### src/design/rit_pkg.sv
`default_nettype none

package rit_pkg;

   // Word widths
   localparam int VALUE_BITS = 32;
   localparam int RADIX_W    = 6;
   localparam int DIG_W      = RADIX_W;
   localparam int CHAR_W     = 7;

   // Divider: quotient bits retired per cycle and division steps per digit
   localparam int STEP_BITS  = 8;
   localparam int STEPS      = (VALUE_BITS + STEP_BITS - 1) / STEP_BITS;
   localparam int PAD_W      = STEPS * STEP_BITS;
   localparam int STEP_CNT_W = (STEPS > 1) ? $clog2(STEPS) : 1;

   // Digit stack sizing
   localparam int STACK_AW   = $clog2(VALUE_BITS);
   localparam int CNT_W      = $clog2(VALUE_BITS + 1);

   // Base handling
   localparam logic [RADIX_W-1:0] BASE_MIN     = RADIX_W'(2);
   localparam logic [RADIX_W-1:0] BASE_MAX     = RADIX_W'(36);
   localparam logic [RADIX_W-1:0] BASE_DEFAULT = RADIX_W'(10);
   localparam logic [DIG_W-1:0]   DIGIT_TEN    = DIG_W'(10);

   // ASCII codes
   localparam logic [CHAR_W-1:0] CHAR_ZERO    = 7'h30;
   localparam logic [CHAR_W-1:0] CHAR_LOWER_A = 7'h61;
   localparam logic [CHAR_W-1:0] CHAR_UPPER_A = 7'h41;
   localparam logic [CHAR_W-1:0] CHAR_MINUS   = 7'h2D;

   // Controller to datapath
   typedef struct packed {
      logic load;
      logic div_step;
      logic push;
      logic emit_sign;
      logic pop;
   } cmd_type;

   // Datapath to controller
   typedef struct packed {
      logic quot_zero;
      logic negative;
      logic last_digit;
      logic out_free;
   } status_type;

   // Digit value to ASCII glyph
   function automatic logic [CHAR_W-1:0] glyph(input logic [DIG_W-1:0] d, input logic upper);
      logic [CHAR_W-1:0] letter_base;
      letter_base = upper ? CHAR_UPPER_A : CHAR_LOWER_A;
      if (d < DIGIT_TEN) begin
         glyph = CHAR_ZERO + CHAR_W'(d);
      end else begin
         glyph = letter_base + CHAR_W'(d - DIGIT_TEN);
      end
   endfunction

endpackage

`default_nettype wire

### src/design/rit_ctrl.sv
`default_nettype none

module rit_ctrl (
   input  wire logic               clock,
   input  wire logic               reset,
   input  wire logic               req_valid,
   output logic                    req_stall,
   input  wire rit_pkg::status_type status,
   output rit_pkg::cmd_type        cmd
);

   localparam logic [1:0] ST_IDLE = 2'd0;
   localparam logic [1:0] ST_DIV  = 2'd1;
   localparam logic [1:0] ST_SIGN = 2'd2;
   localparam logic [1:0] ST_EMIT = 2'd3;

   localparam logic [rit_pkg::STEP_CNT_W-1:0] STEP_LAST =
      rit_pkg::STEP_CNT_W'(rit_pkg::STEPS - 1);

   logic [1:0]                       state_ff, state_in;
   logic [rit_pkg::STEP_CNT_W-1:0]   step_ff, step_in;

   // No word is taken while in reset or busy
   assign req_stall = reset || (state_ff != ST_IDLE);

   // Next state and commands
   always_comb begin
      state_in      = state_ff;
      step_in       = step_ff;
      cmd           = '0;
      case (state_ff)
         ST_IDLE: begin
            if (req_valid) begin
               cmd.load = 1'b1;
               step_in  = '0;
               state_in = ST_DIV;
            end
         end
         ST_DIV: begin
            cmd.div_step = 1'b1;
            if (step_ff == STEP_LAST) begin
               // digit done: push remainder, stop once quotient is zero
               cmd.push = 1'b1;
               step_in  = '0;
               if (status.quot_zero) begin
                  state_in = status.negative ? ST_SIGN : ST_EMIT;
               end
            end else begin
               step_in = step_ff + 1'b1;
            end
         end
         ST_SIGN: begin
            if (status.out_free) begin
               cmd.emit_sign = 1'b1;
               state_in      = ST_EMIT;
            end
         end
         ST_EMIT: begin
            if (status.out_free) begin
               cmd.pop = 1'b1;
               if (status.last_digit) begin
                  state_in = ST_IDLE;
               end
            end
         end
         default: begin
            state_in = ST_IDLE;
         end
      endcase
   end

   always_ff @(posedge clock) begin
      if (reset) begin
         state_ff <= ST_IDLE;
         step_ff  <= '0;
      end else begin
         state_ff <= state_in;
         step_ff  <= step_in;
      end
   end

endmodule

`default_nettype wire

### src/design/rit_datapath.sv
`default_nettype none

module rit_datapath (
   input  wire logic                                clock,
   input  wire logic                                reset,
   input  wire rit_pkg::cmd_type                    cmd,
   output rit_pkg::status_type                      status,
   input  wire logic signed [rit_pkg::VALUE_BITS-1:0] req_value,
   input  wire logic [rit_pkg::RADIX_W-1:0]         req_radix,
   input  wire logic                                req_upper_case,
   output logic                                     rsp_valid,
   input  wire logic                                rsp_stall,
   output logic [rit_pkg::CHAR_W-1:0]               rsp_character,
   output logic                                     rsp_last
);

   logic [rit_pkg::PAD_W-1:0]      div_ff, div_in;
   logic [rit_pkg::DIG_W-1:0]      rem_ff, rem_in;
   logic [rit_pkg::RADIX_W-1:0]    base_ff;
   logic                           upper_ff;
   logic                           neg_ff;
   logic [rit_pkg::CNT_W-1:0]      count_ff;
   logic [rit_pkg::DIG_W-1:0]      stack_ff [rit_pkg::VALUE_BITS];
   logic                           valid_ff;
   logic [rit_pkg::CHAR_W-1:0]     char_ff;
   logic                           last_ff;

   logic                           value_neg;
   logic [rit_pkg::VALUE_BITS-1:0] value_mag;
   logic [rit_pkg::RADIX_W-1:0]    base_norm;
   logic [rit_pkg::CNT_W-1:0]      count_dec;
   logic [rit_pkg::DIG_W:0]        trial;
   logic                           out_free;

   // Magnitude and base normalization at load
   assign value_neg = req_value[rit_pkg::VALUE_BITS-1];
   assign value_mag = value_neg ? (~req_value + 1'b1) : req_value;
   assign base_norm = ((req_radix < rit_pkg::BASE_MIN) || (req_radix > rit_pkg::BASE_MAX))
                      ? rit_pkg::BASE_DEFAULT : req_radix;

   // Restoring division, STEP_BITS quotient bits per cycle, quotient shifts in
   always_comb begin
      rem_in = rem_ff;
      div_in = div_ff;
      trial  = '0;
      for (int i = 0; i < rit_pkg::STEP_BITS; i++) begin
         trial  = {rem_in, div_in[rit_pkg::PAD_W-1]};
         div_in = {div_in[rit_pkg::PAD_W-2:0], 1'b0};
         if (trial >= {1'b0, base_ff}) begin
            rem_in    = rit_pkg::DIG_W'(trial - {1'b0, base_ff});
            div_in[0] = 1'b1;
         end else begin
            rem_in = trial[rit_pkg::DIG_W-1:0];
         end
      end
   end

   assign count_dec = count_ff - 1'b1;
   assign out_free  = !valid_ff || !rsp_stall;

   assign status.quot_zero  = (div_in == '0);
   assign status.negative   = neg_ff;
   assign status.last_digit = (count_ff == rit_pkg::CNT_W'(1));
   assign status.out_free   = out_free;

   // Operand registers and divider state
   always_ff @(posedge clock) begin
      if (cmd.load) begin
         div_ff   <= rit_pkg::PAD_W'(value_mag);
         rem_ff   <= '0;
         base_ff  <= base_norm;
         upper_ff <= req_upper_case;
         neg_ff   <= value_neg;
      end else if (cmd.div_step) begin
         div_ff <= div_in;
         rem_ff <= cmd.push ? '0 : rem_in;
      end
   end

   // Digit stack
   always_ff @(posedge clock) begin
      if (cmd.push) begin
         stack_ff[count_ff[rit_pkg::STACK_AW-1:0]] <= rem_in;
      end
   end

   always_ff @(posedge clock) begin
      if (reset) begin
         count_ff <= '0;
      end else if (cmd.push) begin
         count_ff <= count_ff + 1'b1;
      end else if (cmd.pop) begin
         count_ff <= count_dec;
      end
   end

   // Output word register
   always_ff @(posedge clock) begin
      if (reset) begin
         valid_ff <= 1'b0;
      end else if (cmd.emit_sign || cmd.pop) begin
         valid_ff <= 1'b1;
      end else if (!rsp_stall) begin
         valid_ff <= 1'b0;
      end
   end

   always_ff @(posedge clock) begin
      if (cmd.emit_sign) begin
         char_ff <= rit_pkg::CHAR_MINUS;
         last_ff <= 1'b0;
      end else if (cmd.pop) begin
         char_ff <= rit_pkg::glyph(stack_ff[count_dec[rit_pkg::STACK_AW-1:0]], upper_ff);
         last_ff <= status.last_digit;
      end
   end

   assign rsp_valid     = valid_ff;
   assign rsp_character = char_ff;
   assign rsp_last      = last_ff;

endmodule

`default_nettype wire

### src/design/radix_integer_to_text_unit.sv
`default_nettype none
// Order: a number is divided one digit at a time, eight quotient bits per cycle, and all its digits
//   are on the digit stack before its first character leaves the output register.
// Throughput: one character per cycle while emitting and rsp_stall is low; a new word is taken
//   only once the controller is idle again, after the last digit of the previous word is popped.
// Reset: synchronous, active high; clears the controller, digit count and output valid.
//   The digit stack is not cleared.

module radix_integer_to_text_unit (
   input  wire logic                                clock,
   input  wire logic                                reset,
   input  wire logic                                req_valid,
   output logic                                     req_stall,
   input  wire logic signed [rit_pkg::VALUE_BITS-1:0] req_value,
   input  wire logic [rit_pkg::RADIX_W-1:0]         req_radix,
   input  wire logic                                req_upper_case,
   output logic                                     rsp_valid,
   input  wire logic                                rsp_stall,
   output logic [rit_pkg::CHAR_W-1:0]               rsp_character,
   output logic                                     rsp_last
);

   rit_pkg::cmd_type    cmd;
   rit_pkg::status_type status;

   // Sequencer
   rit_ctrl u_ctrl (
      .clock     (clock),
      .reset     (reset),
      .req_valid (req_valid),
      .req_stall (req_stall),
      .status    (status),
      .cmd       (cmd)
   );

   // Divider, digit stack and output register
   rit_datapath u_datapath (
      .clock          (clock),
      .reset          (reset),
      .cmd            (cmd),
      .status         (status),
      .req_value      (req_value),
      .req_radix      (req_radix),
      .req_upper_case (req_upper_case),
      .rsp_valid      (rsp_valid),
      .rsp_stall      (rsp_stall),
      .rsp_character  (rsp_character),
      .rsp_last       (rsp_last)
   );

endmodule

`default_nettype wire

### config.mk
export PLATFORM = sky130hd
export DESIGN_NAME = radix_integer_to_text_unit
export DESIGN_NICKNAME = d
export VERILOG_FILES = /design/src/design/rit_pkg.sv /design/src/design/rit_ctrl.sv /design/src/design/rit_datapath.sv /design/src/design/radix_integer_to_text_unit.sv
export SDC_FILE = /design/constraint.sdc
export NUM_CORES = 1
export LEC_CHECK = 0
export BUFFER_PORTS_ARGS = -buffer_cell sky130_fd_sc_hd__buf_4
export CELL_PAD_IN_SITES_DETAIL_PLACEMENT = 0
export CELL_PAD_IN_SITES_GLOBAL_PLACEMENT = 1
export CORE_MARGIN = 2
export CORE_UTILIZATION = 47
export CTS_CLUSTER_SIZE = 8
export DETAILED_ROUTE_END_ITERATION = 8
export PLACE_DENSITY_LB_ADDON = 0.1
export SLEW_MARGIN = 20
export SYNTH_ARGS = -nofsm -noshare
export SYNTH_HDL_FRONTEND = slang
export SYNTH_SLANG_ARGS = --single-unit
### constraint.sdc
create_clock -name clock -period 17.9 [get_ports clock]
set_input_delay 2.685 -clock clock [delete_from_list [all_inputs] [get_ports clock]]
set_output_delay 2.685 -clock clock [all_outputs]
set_load 0.03 [all_outputs]
==> After elaboration in Yosys (flattened, before gate mapping) <==
Memory sizes are Yosys's and may differ from the RTL's.
Cells that the tools add are included.
{ "op_classes": {"n_addsub": 15, "n_lt_le_gt_ge": 11, "n_eq_ne": 12, "mux": 46, "bitwise_logic": 1, "reduce_logical": 14} }
{ "ops": {"columns": ["operator", "n"], "rows": [
  ["$mux W32", 3],
  ["$mux W6", 12],
  ["$ge A7 B6 Y1", 8],
  ["$sub A6 B6 Y6", 8],
  ["$add A32 B1 Y32 const B", 1],
  ["$logic_not A32 Y1", 1],
  ["$not A32 Y32", 1],
  ["$mux W1", 19],
  ["$mux W2", 9],
  ["$ne A2 B1 Y1 const B", 4],
  ["$pmux W2 S4", 1],
  ["$reduce_bool A2 Y1", 4],
  ["$add A6 B6 Y7 const A", 1],
  ["$add A7 B7 Y7", 1],
  ["$mux W7", 1],
  ["$sub A6 B4 Y7 const B", 1],
  ["$add A6 B1 Y6 const B", 1],
  ["$eq A2 B2 Y1 const B", 3],
  ["$eq A6 B1 Y1 const B", 1],
  ["$gt A6 B6 Y1 const B", 1],
  ["$lt A6 B2 Y1 const B", 1],
  ["$lt A6 B4 Y1 const B", 1],
  ["$ne A2 B2 Y1 const B", 3],
  ["$reduce_and A6 Y1", 1],
  ["8 further kinds", 12]
]} }
{ "word_totals": {"register_bits": 65, "mem_bits_rw": 192, "in_bits": 43, "output_inout_bits": 10, "elab_cells": 111, "mem_count": 1} }
{ "mem_list": {"columns": ["name", "depth", "width", "read_ports", "rd_clocked_by_memory_dff", "write_ports", "line_no", "rtl"], "rows": [
  ["u_datapath.stack_ff", 32, 6, 1, 0, 1, "rit_datapath.sv:23", "logic [rit_pkg::DIG_W-1:0] stack_ff [rit_pkg::VALUE_BITS];"]
]} }

==> Longest topological paths before layout <==
{ "logic_depth": {"word_depth": 20, "mapped_depth": 84, "ltp_nobuf": 81} }

==> Modules after synthesis <==
Synthesis repeated with hierarchy kept, for this count alone.
{ "hier_totals": {"cells_unflattened": 1084, "area_unflattened_um2": 14013.4} }
{ "by_module_without_submodules": {"columns": ["module", "instances", "cells_per_inst", "area_per_inst_um2", "seq_area_each_um2"], "rows": [
  ["rit_datapath", 1, 1046, 13686.9, 7387.1],
  ["rit_ctrl", 1, 38, 326.6, 80.1]
]} }

==> Worst setup path before layout <==
Ideal clock, no wire load.
{ "synth_timing": {"path_kind": "register -> register", "from": "reg u_datapath.base_ff[1] (netlist bit)", "to": "mem u_datapath.stack_ff[0][0] (netlist bit), data pin", "setup_time_ps": 385, "t_arrival_ps": 16954, "path_slack_ps": 561, "path_stages_with_launch": 82, "n_path_buf": 3, "cell_sequence": "edfxtp_1 inv_1 ha_1 a21oi_1 o21ai_1 a21oi_1 nor2_1 a21oi_1 inv_1 ha_1 a21o_1 a211o_1 o2111ai_1 nand2_2 nand2_1 a21boi_0 ha_1 nor2b_1 (+46 left out) a31o_2 a21oi_1 o21ai_0 a221o_1 clkbuf_1 a21oi_1 ha_1 nor2b_1 o21ai_0 nand2b_1 a21o_1 a21o_1 a211oi_1 nand2_1 nor2_1 a31oi_1 mux2_4 mux2i_1"} }
{ "synth_between": {"elab_chain_cells": 16, "elab_cells_between_ends": 23, "cone_classes": "add/sub (7); order compare (8); mux (8)"} }
{ "synth_rtl": {"columns": ["element", "line_no", "rtl"], "rows": [
  ["start, declared", "rit_datapath.sv:19", "logic [rit_pkg::RADIX_W-1:0] base_ff;"],
  ["start signal, assigned", "rit_datapath.sv:71", "base_ff <= base_norm;"],
  ["$sub A6 B6 Y6 or $ge A7 B6 Y1 (tied branches)", "rit_datapath.sv:50, rit_datapath.sv:49", null],
  ["$mux W6", "rit_datapath.sv:49", "if (trial >= {1'b0, base_ff}) begin"],
  ["$sub A6 B6 Y6 or $ge A7 B6 Y1 (tied branches)", "rit_datapath.sv:50, rit_datapath.sv:49", null],
  ["$mux W6", "rit_datapath.sv:49", null],
  ["$sub A6 B6 Y6 or $ge A7 B6 Y1 (tied branches)", "rit_datapath.sv:50, rit_datapath.sv:49", null],
  ["$mux W6", "rit_datapath.sv:49", null],
  ["$sub A6 B6 Y6 or $ge A7 B6 Y1 (tied branches)", "rit_datapath.sv:50, rit_datapath.sv:49", null],
  ["$mux W6", "rit_datapath.sv:49", null],
  ["$sub A6 B6 Y6 or $ge A7 B6 Y1 (tied branches)", "rit_datapath.sv:50, rit_datapath.sv:49", null],
  ["$mux W6", "rit_datapath.sv:49", null],
  ["$ge A7 B6 Y1 or $sub A6 B6 Y6 (tied branches)", "rit_datapath.sv:49, rit_datapath.sv:50", null],
  ["$mux W6", "rit_datapath.sv:49", null],
  ["$sub A6 B6 Y6 or $ge A7 B6 Y1 (tied branches)", "rit_datapath.sv:50, rit_datapath.sv:49", null],
  ["$mux W6", "rit_datapath.sv:49", null],
  ["$ge A7 B6 Y1 *", "rit_datapath.sv:49", null],
  ["$mux W6 *", "rit_datapath.sv:49", null],
  ["via u_datapath.rem_in, one bit", "rit_datapath.sv:18", "logic [rit_pkg::DIG_W-1:0] rem_ff, rem_in;"],
  ["end, declared", "rit_datapath.sv:23", null]
]} }
The timed path passes the listed nets; every way through them passes the cells marked *.

==> Final worst setup path <==
{ "layout_timing": {"from": "reg u_datapath.base_ff[3] (netlist bit)", "to": "reg u_datapath.rem_ff[3] (netlist bit)"} }
{ "layout_between": {"elab_chain_cells": 17, "elab_cells_between_ends": 25, "cone_classes": "add/sub (8); order compare (8); mux (9)"} }
{ "layout_rtl": {"columns": ["element", "line_no", "rtl"], "rows": [
  ["$sub A6 B6 Y6 or $ge A7 B6 Y1 (tied branches)", "rit_datapath.sv:50, rit_datapath.sv:49", null],
  ["$mux W6", "rit_datapath.sv:49", null],
  ["$sub A6 B6 Y6 or $ge A7 B6 Y1 (tied branches)", "rit_datapath.sv:50, rit_datapath.sv:49", null],
  ["$mux W6", "rit_datapath.sv:49", null],
  ["$sub A6 B6 Y6 or $ge A7 B6 Y1 (tied branches)", "rit_datapath.sv:50, rit_datapath.sv:49", null],
  ["$mux W6", "rit_datapath.sv:49", null],
  ["$ge A7 B6 Y1 or $sub A6 B6 Y6 (tied branches)", "rit_datapath.sv:49, rit_datapath.sv:50", null],
  ["$mux W6", "rit_datapath.sv:49", null],
  ["(+2 left out)", null, null],
  ["$sub A6 B6 Y6 or $ge A7 B6 Y1 (tied branches)", "rit_datapath.sv:50, rit_datapath.sv:49", null],
  ["$mux W6", "rit_datapath.sv:49", null],
  ["$ge A7 B6 Y1 or $sub A6 B6 Y6 (tied branches)", "rit_datapath.sv:49, rit_datapath.sv:50", null],
  ["$mux W6", "rit_datapath.sv:49", null],
  ["$sub A6 B6 Y6 or $ge A7 B6 Y1 (tied branches)", "rit_datapath.sv:50, rit_datapath.sv:49", null],
  ["$mux W6 *", "rit_datapath.sv:49", null],
  ["via u_datapath.rem_in, one bit", "rit_datapath.sv:18", null],
  ["$mux W6 *", "rit_datapath.sv:76", "rem_ff <= cmd.push ? '0 : rem_in;"],
  ["end signal, assigned", "rit_datapath.sv:76", null],
  ["end, declared", "rit_datapath.sv:18", null]
]} }
Marks and branches as above.
A chain may end at the register's enable or synchronous reset.

==> impl_metrics.json <==
{
  "path_buf_inv": 9,
  "final_nets": 1290,
  "crit_family": "compound AO/OA/AOI/OAI gates",
  "skew_ps": 20.2,
  "grt_pass1_vias": 9125,
  "netlist_area_mm2": 0.0140,
  "fmax_mhz": 59.8,
  "critical_path_class": "reg2reg",
  "initial_utilization_pct": 47.4,
  "num_rows": 63,
  "hold_viol": 0,
  "cpMaxStageDelayCell": "a221o_4",
  "diodes": 0,
  "relSlewSlack_pct": 27.8,
  "synth_cells": 1077,
  "clock_sinks": 257,
  "setup_viol": 0,
  "synth_ff_type": "edfxtp_1",
  "ys_seq_elements": 257,
  "period_minus_slack_ps": 16710,
  "ys_seq_area_share_pct": 53.4,
  "grt_max_degree": 64,
  "crit_arrival_ps": 17130,
  "grt_antenna_before_repair": 0,
  "dr_total_vias": 9283,
  "synth_area_per_cell_um2": 13.0,
  "yosys_warnings": 0,
  "drt-pass1-iter-count": 5,
  "synth-edff-count": 232,
  "synth_most_common_cell": "edfxtp_1",
  "synth.distinct_cells": 78,
  "grt_pass1_wl_um": 53200,
  "crit_cells": 81,
  "die_area_mm2": 0.0311,
  "maxCapViolCount": 0,
  "whs_path_depth": 2,
  "drive_above_1_share_pct": 21.4,
  "clkTransAtPathRegs_ps": 50,
  "overflow": 0,
  "place_ws_ps": 278,
  "gp_congestion": 0.886,
  "status": "completed",
  "fin_setup_tns_ps": 0,
  "ant_nets": 0,
  "final_max_slew_viol_count": 0,
  "grt_use_total_pct": 22.6,
  "holdWs_ps": 489,
  "fillerInstances": 2481,
  "via_per_inst": 5.89,
  "crit_required_ps": 18320,
  "critPathMaxFanout": 17,
  "async_flop_share_pct": 0,
  "worst_slack_ps": 1190,
  "tightest_slew_ps": 1080,
  "cpPeakStageDelay_ps": 540,
  "wl_per_cell_um": 23.0,
  "area_delta_synth_final_pct": 16.6,
  "die_h_um": 176,
  "root_buffer": "clkbuf_16",
  "place.detailed.hpwl_um": 23900,
  "die_w_um": 176,
  "worstSkewPairLatency_ps": 530,
  "core-area_mm2": 0.0295,
  "synth.area.top_cells": "edfxtp_1 (50%), mux4_2 (9.7%), ha_1 (6.0%), dfxtp_1 (3.6%), xor2_1 (2.4%)",
  "drc": 0,
  "yosysTopAreaCellShare_pct": 49.9,
  "endpoint_kind": "flop",
  "cts_tree": "yes",
  "ios": 53,
  "numCtsBuffers": 38,
  "synth.net_count": 1196,
  "cp_common_cell": "ha_1",
  "fin_crit_sh_pct": 93.4,
  "port_buffers": 52,
  "hold_path_class": "reg2reg",
  "r2r_cells": 81,
  "htreeDepth": 2,
  "synth_largest_area_cell": "edfxtp_1",
  "synthTopCellsByCount": "edfxtp_1 (232), nor2_1 (83), nand2_1 (78), ha_1 (67), o21ai_0 (66)",
  "routed_wl_um": 36200,
  "drtIter0Drc": 828,
  "cts_buffer_depth": 3,
  "cp-start-kind": "flop"
}
[registers in the layout (all words and copies together) (netlist names), 2 cells and up]
register and cells:
u_datapath.base_ff 6, u_datapath.rsp_character 7, u_datapath.rem_ff 6, u_datapath.stack_ff 192, u_datapath.div_ff 32, u_ctrl.step_ff 2
u_datapath.count_ff 6, u_ctrl.state_ff 2
[cells by family after synthesis]
| logic type | after synthesis | share of synthesized area [%] |
|---|---|---|
| muxes | 95 | 12.3 |
| and+or+nand+nor | 279 | 9.88 |
| AOI/OAI and AO/OA | 216 | 10.6 |
| xor gates and xnor gates | 63 | 3.95 |
| adders and majority gates | 76 | 7.29 |
| buffers and inverters | 91 | 2.50 |
| DFF | 257 | 53.4 |
[layout make-up]
class	count	area (µm²)	share of cell area (%)
timing repair buffer	83	627	3.85
clock buffer	50	1020	6.24
multi-input combinational	735	6410	39.4
sequential	257	7470	45.8
tap	390	488	2.99
inverter	56	210	1.29
clock inverter	4	67.6	0.415
[routing by layer]
metal | GRT usage, % | wire [µm]
met2 | 39.6 | 18200
met4 | 6.47 | 878
met3 | 3.21 | 2090
met1 | 29.3 | 15100
met5 | 0 | 0
[worst register-to-register path, delay by kind of cell (launching register included)]
family | cells | cell delay [ps]
buf+inv | 9 | 1160
compound gates | 45 | 9420
simple gates | 14 | 1570
flops | 1 | 370
mux | 5 | 1730
fa+ha+maj | 8 | 2360
[layout by cell type, fill, tap and decap left out, types with 23 or more instances in the layout]
cell type / instances
a21oi_1: 39
clkbuf_16: 39
xor2_1: 39
xnor2_1: 23
mux4_2: 60
buf_4: 82
ha_1: 66
o21ai_0: 66
dfxtp_1: 24
nand2_1: 77
edfxtp_1: 232
nor2_1: 81
inv_1: 56
[through the flow]
step / cells / cell area [µm²] / util [%]
final: 1575 / 16300 / 55.3
after global routing: 1575 / 16300 / 55.3
after CTS: 1562 / 16000 / 54.3
after detailed placement: 1508 / 14900 / 50.6
after global placement: 1508 / 14900 / 50.6
after floorplan: 1077 / 14000 / -
[worst paths after layout]
path                              start                   end  slack, ps
setup / recovery  u_datapath.base_ff[3]  u_datapath.rem_ff[3]       1190
hold / removal        u_ctrl.step_ff[1]     u_ctrl.step_ff[1]        490
setup reg to reg  u_datapath.base_ff[3]  u_datapath.rem_ff[3]       1190
hold reg to reg       u_ctrl.step_ff[1]     u_ctrl.step_ff[1]        490
[repair_timing]
action                                  CTS  global route
hold buffers                              0             0
resized for setup                         0            26
setup buffers                             0             7
endpoints found under the setup margin    0           201
Power is not shown: default switching activity piles up to over one toggle a cycle in this logic, so the estimate is an artifact.
